==> config.mk <==
export PLATFORM = sky130hd
export DESIGN_NAME = ecrr_div
export DESIGN_NICKNAME = d
export VERILOG_FILES = /design/src/hdl/ecrr_pkg.sv /design/src/hdl/ecrr_div.sv
export SDC_FILE = /design/constraint.sdc
export NUM_CORES = 1
export LEC_CHECK = 0
export ABC_CLOCK_PERIOD_IN_PS = 3350
export BUFFER_PORTS_ARGS = -buffer_cell sky130_fd_sc_hd__buf_2
export CELL_PAD_IN_SITES_DETAIL_PLACEMENT = 0
export CELL_PAD_IN_SITES_GLOBAL_PLACEMENT = 1
export CORE_MARGIN = 1
export CORE_UTILIZATION = 24
export CTS_BUF_LIST = sky130_fd_sc_hd__clkbuf_8
export DETAILED_ROUTE_END_ITERATION = 10
export PLACE_DENSITY = 0.49
export SYNTH_ARGS = -nofsm -noshare
export SYNTH_HDL_FRONTEND = slang
export SYNTH_SLANG_ARGS = --single-unit
==> constraint.sdc <==
create_clock -name clk -period 3.35 [get_ports clk]
set_input_delay 0.335 -clock clk [delete_from_list [all_inputs] [get_ports clk]]
set_output_delay 0.335 -clock clk [all_outputs]
set_load 0.03 [all_outputs]
==> src/hdl/ecrr_pkg.sv <==
`default_nettype none

package ecrr_pkg;

  // Width of the shared divider; covers the magnitude of any counter value.
  localparam int unsigned DIV_W     = 32;
  localparam int unsigned DIV_CNT_W = $clog2(DIV_W);

  // (c / 3) / 3 under truncation equals c / 9; for any 32-bit magnitude x,
  // x / 9 = (x * NINE_RECIP) >> NINE_SHIFT.
  localparam logic [31:0] NINE_RECIP = 32'h38E3_8E39;
  localparam int unsigned NINE_SHIFT = 33;

  localparam logic [31:0] SEED_RESET = 32'd1;

  // Request into the shared divider.
  typedef struct packed {
    logic             start;
    logic [DIV_W-1:0] dividend;
    logic [DIV_W-1:0] divisor;
  } div_req_t;

  // Status and results from the shared divider.
  typedef struct packed {
    logic             busy;
    logic             done;
    logic [DIV_W-1:0] quotient;
    logic [DIV_W-1:0] remainder;
  } div_rsp_t;

endpackage

`default_nettype wire

==> src/hdl/ecrr_div.sv <==
`default_nettype none

// Unsigned restoring divider, one quotient bit per cycle.
module ecrr_div
  import ecrr_pkg::*;
(
  input  wire logic     clk,
  input  wire logic     rst_n,
  input  wire div_req_t req,
  output div_rsp_t      rsp
);

  logic                 busy_r, busy_nxt;
  logic                 done_r, done_nxt;
  logic [DIV_CNT_W-1:0] cnt_r, cnt_nxt;
  logic [DIV_W-1:0]     quo_r, quo_nxt;
  logic [DIV_W-1:0]     rem_r, rem_nxt;
  logic [DIV_W-1:0]     dvs_r, dvs_nxt;
  logic [DIV_W:0]       trial;
  logic [DIV_W:0]       shifted;

  always_comb begin
    busy_nxt = busy_r;
    done_nxt = 1'b0;
    cnt_nxt  = cnt_r;
    quo_nxt  = quo_r;
    rem_nxt  = rem_r;
    dvs_nxt  = dvs_r;
    shifted  = {rem_r, quo_r[DIV_W-1]};
    trial    = shifted - {1'b0, dvs_r};
    if (req.start) begin
      busy_nxt = 1'b1;
      cnt_nxt  = DIV_CNT_W'(DIV_W - 1);
      quo_nxt  = req.dividend;
      rem_nxt  = '0;
      dvs_nxt  = req.divisor;
    end else if (busy_r) begin
      // Subtract when the divisor fits, else shift the partial remainder.
      if (!trial[DIV_W]) begin
        rem_nxt = trial[DIV_W-1:0];
        quo_nxt = {quo_r[DIV_W-2:0], 1'b1};
      end else begin
        rem_nxt = shifted[DIV_W-1:0];
        quo_nxt = {quo_r[DIV_W-2:0], 1'b0};
      end
      cnt_nxt = cnt_r - 1'b1;
      if (cnt_r == '0) begin
        busy_nxt = 1'b0;
        done_nxt = 1'b1;
      end
    end
  end

  always_ff @(posedge clk) begin
    if (!rst_n) begin
      busy_r <= 1'b0;
      done_r <= 1'b0;
    end else begin
      busy_r <= busy_nxt;
      done_r <= done_nxt;
    end
    cnt_r <= cnt_nxt;
    quo_r <= quo_nxt;
    rem_r <= rem_nxt;
    dvs_r <= dvs_nxt;
  end

  assign rsp.busy      = busy_r;
  assign rsp.done      = done_r;
  assign rsp.quotient  = quo_r;
  assign rsp.remainder = rem_r;

  a_no_restart: assert property (@(posedge clk) disable iff (!rst_n)
    req.start |-> !busy_r)
    else $error("divider started while busy");

  a_done_idle: assert property (@(posedge clk) disable iff (!rst_n)
    done_r |-> !busy_r)
    else $error("divider done while still busy");

  a_done_follows: assert property (@(posedge clk) disable iff (!rst_n)
    done_r |-> $past(busy_r) && $past(cnt_r) == '0)
    else $error("divider done without finishing the last step");

endmodule

`default_nettype wire

==> metrics.md <==
| Metric | Value |
|---|---|
| Outcome | finished clean |
| Die H | 160 um |
| Main combinational cell family by area after synthesis | compound AO/OA/AOI/OAI gates |
| Most frequent CP cell | a21oi_4 |
| Post-DP Area | 7040 um^2 |
| Slew @ Worst Pin | 758 ps |
| Total clock sinks | 103 |
| Synthesized area per cell | 10.3 um^2 |
| FFs w/ async S/R, synth | 0% |
| Worst rel slew slack | 49.3% |
| Post-Synth XOR/XNOR Area | 4.07% |
| Post-synthesis adder-cell area fraction | 7.19% |
| R2R setup slack | 250 ps |
| DR DRC count | 0 |
| Clock transition at path regs | 110 ps |
| HP Class | in2reg |
| Largest delay contributor family on the critical path | compound AO/OA/AOI/OAI gates |
| WS Path Type | reg2reg |
| Slowest cell on crit path | fa_1 |
| Area share of and/or/nand/nor cells after synthesis | 12.2% |
| Largest net degree at the start of global routing | 56 |
| Root Driver | clkbuf_8 |
| Sequential share of the synthesized area | 44.9% |
| Final period util | 92.4% |
| Floorplan row count | 57 |
| Synth cell count leaders | edfxtp_1 (64), inv_1 (47), nand2_1 (43), dfxtp_1 (39), nor2_1 (39) |
| Worst path cell trace | inv_1 -> ha_1 -> fa_1 -> nand2b_1 -> a21oi_4 -> o311ai_4 -> a21oi_4 -> a31oi_4 -> mux2i_4 -> nand2_8 -> buf_4 -> mux2i_1 -> a211oi_1 |
| Critical R2R Launch | quo_r[31]$_DFFE_PP_ |
| Share of the synthesized area in the top cell type | 31.9% |
| Mapped Area | 6020 um^2 |
| Compound-Gate Fraction of Synth Area | 16.0% |
| Worst Path Required | 3660 ps |
| Total global-route track usage | 13.2% |
| Number of library cell types mapped by synthesis | 73 |
| Dominant cell by count in the synthesized netlist | edfxtp_1 |
| #FFs+latches synth | 103 |
| # fillers | 2,565 |
| Reg-to-reg endpoint | rem_r[20]$_SDFFE_PP0P_ |
| Hold wc startpoint | req[29] |
| Post-synth EDFFs | 64 |
| DIE WIDTH | 160 um |
| CP Buf/Inv Count | 2 |
| Final Hold Vio Count | 0 |
| Routability cong. | 0.787 |
| CTS HTree Levels | 3 |
| Global route overflow | 0 |
| Initial antenna violation count | 3 |
| RSZ-0062 raised after global routing | no |
| Startpoint types | flip-flop |
| DR vias/cell | 4.59 |
| DP Wirelength | 12.5 mm |
| Wire per inst | 15.7 um |
| Final Instance Area | 7300 um^2 |
| Setup TNS | 0 ps |
| Global-route wire length before repair | 26.6 mm |
| Number of antenna diodes | 0 |
| Main flop type after synthesis | edfxtp_1 |
| Die Area | 25,700 um^2 |
| Worst hold path depth | 1 |
| TritonRoute pass-1 iters | 4 |
| Routed Antenna Nets | 0 |
| I/O pins | 133 |
| Critical Path Stages | 13 |
| Max-cap viol count | 0 |
| Final min period | 3100 ps |
| Initial DRC Count | 279 |
| DR vias | 4,780 |
| Final WL | 16.4 mm |
| TritonCTS clock tree | done |
| # port buffers | 132 |
| Pwr dens | 474 nW/um^2 |
| Core Box Area | 24,500 um^2 |
| WHS Endpoint | dvs_r[29]$_DFFE_PP_ |
| F_max | 323 MHz |
| TritonCTS Buffers | 9 |
| Synth Warn # | 0 |
| Starting Density | 24.6% |
| CP max FO | 23 |
| Slew Limit Fails | 0 |
| Leak | 3.14 nW |
| P&R area growth vs syn | 21.1% |
| Crit path capture type | flip-flop |
| Layout Skew | 9.19 ps |
| Largest cells by area after synthesis | edfxtp_1 (32%), dfxtp_1 (13%), ha_1 (6.9%), mux2_2 (6.0%), mux2i_1 (3.8%) |
| Vias in the first global route | 4,976 |
| Final Setup Violations | 0 |
| Post-layout nets | 814 |
| Worst Path Arrival | 3400 ps |
| Crit-path max cell delay | 410 ps |
| Ratio of cells with drive above 1 in the final layout | 29.5% |
| Synthesized Nets | 687 |
| Worst-Skew Late Latency | 390 ps |
| Worst r2r path cells | 13 |
| Mux cell area share after synthesis | 10.0% |
| Syn Inst Count | 586 |
| CTS Buffer Depth | 2 |
| Max VDD drop | 0.197 mV |
| Largest area contributor in the netlist | edfxtp_1 |
## area by class of cell
class / count / area [um^2] / area share, %
Tap cell: 324 / 405 / 5.56
Clock buffer: 11 / 151 / 2.07
Timing Repair Buffer: 147 / 776 / 10.6
Sequential cell: 103 / 2700 / 37.1
Multi-Input combinational cell: 405 / 3020 / 41.4
Inverter: 47 / 176 / 2.42
Clock inverter: 5 / 62.6 / 0.857
## cell families after synthesis
logic type                 Yosys count
DFF                                103
adders and majority gates           34
xor gates and xnor gates            28
buffers and inverters               78
AOI/OAI and AO/OA                  139
and+or+nand+nor                    148
muxes                               56
## repair_timing
action,in CTS,in global routing
gates resized for setup,0,5
endpoints found under the setup margin,0,19
setup buffers,0,0
hold buffers,0,0
## state kept, by name, indices dropped and copies added, names as in the netlist
name,count
rem_r,32
busy_r,1
cnt_r,5
dvs_r,32
quo_r,32
done_r,1
## power breakdown
| group | internal, mW | total, mW | leakage, nW | switching, mW |
|---|---|---|---|---|
| clock network | 0.394 | 0.870 | 0.108 | 0.476 |
| registers | 1.47 | 1.54 | 0.955 | 0.0700 |
| logic | 0.407 | 1.05 | 2.07 | 0.645 |
| total | 2.27 | 3.46 | 3.14 | 1.19 |
## how the worst max path moves through the flow
stage                                         to  slack (ps)                start
final                     rem_r[20]$_SDFFE_PP0P_         250  quo_r[31]$_DFFE_PP_
after global routing      rem_r[22]$_SDFFE_PP0P_          30  quo_r[31]$_DFFE_PP_
after CTS                 rem_r[20]$_SDFFE_PP0P_          60  quo_r[31]$_DFFE_PP_
after detailed placement  rem_r[24]$_SDFFE_PP0P_          90  quo_r[31]$_DFFE_PP_
after global placement    rem_r[27]$_SDFFE_PP0P_         170   dvs_r[3]$_DFFE_PP_
after floorplan               quo_r[0]$_DFFE_PP_         130  quo_r[31]$_DFFE_PP_
## layout by cell type, fill, tap and decap left out, types with 16 or more instances in the layout
cell,Yosys,layout
buf_2,4,131
edfxtp_1,64,64
inv_1,47,47
nand2_1,43,43
nor2_1,39,39
dfxtp_1,39,38
ha_1,33,33
mux2_2,32,32
a21oi_1,32,32
o21ai_0,26,26
mux2i_1,23,23
xnor2_1,19,19
a211oi_1,16,16
buf_4,3,16
## layer usage
layer / vias to the layer above / routed length (um) / track usage [%]
met5: - / 22 / 0
met4: 4 / 229 / 3.38
met3: 14 / 1390 / 5.32
met2: 145 / 7400 / 21.3
met1: 2225 / 7350 / 16.3
li1: 2392 / - / -
## per-stage QoR
stage	hold slack [ps]	power, mW	utilization (%)	setup WS (ps)	cells
global route	64.5	3.68	29.8	26.6	1042
detailed placement	466	2.62	28.8	92.4	1026
floorplan	434	2.32	-	128	586
global placement	465	2.62	28.8	165	1026
CTS	79.1	3.52	29.7	61.8	1042
finish	114	3.46	29.8	254	1042
Power figures use the tool's default switching activity.
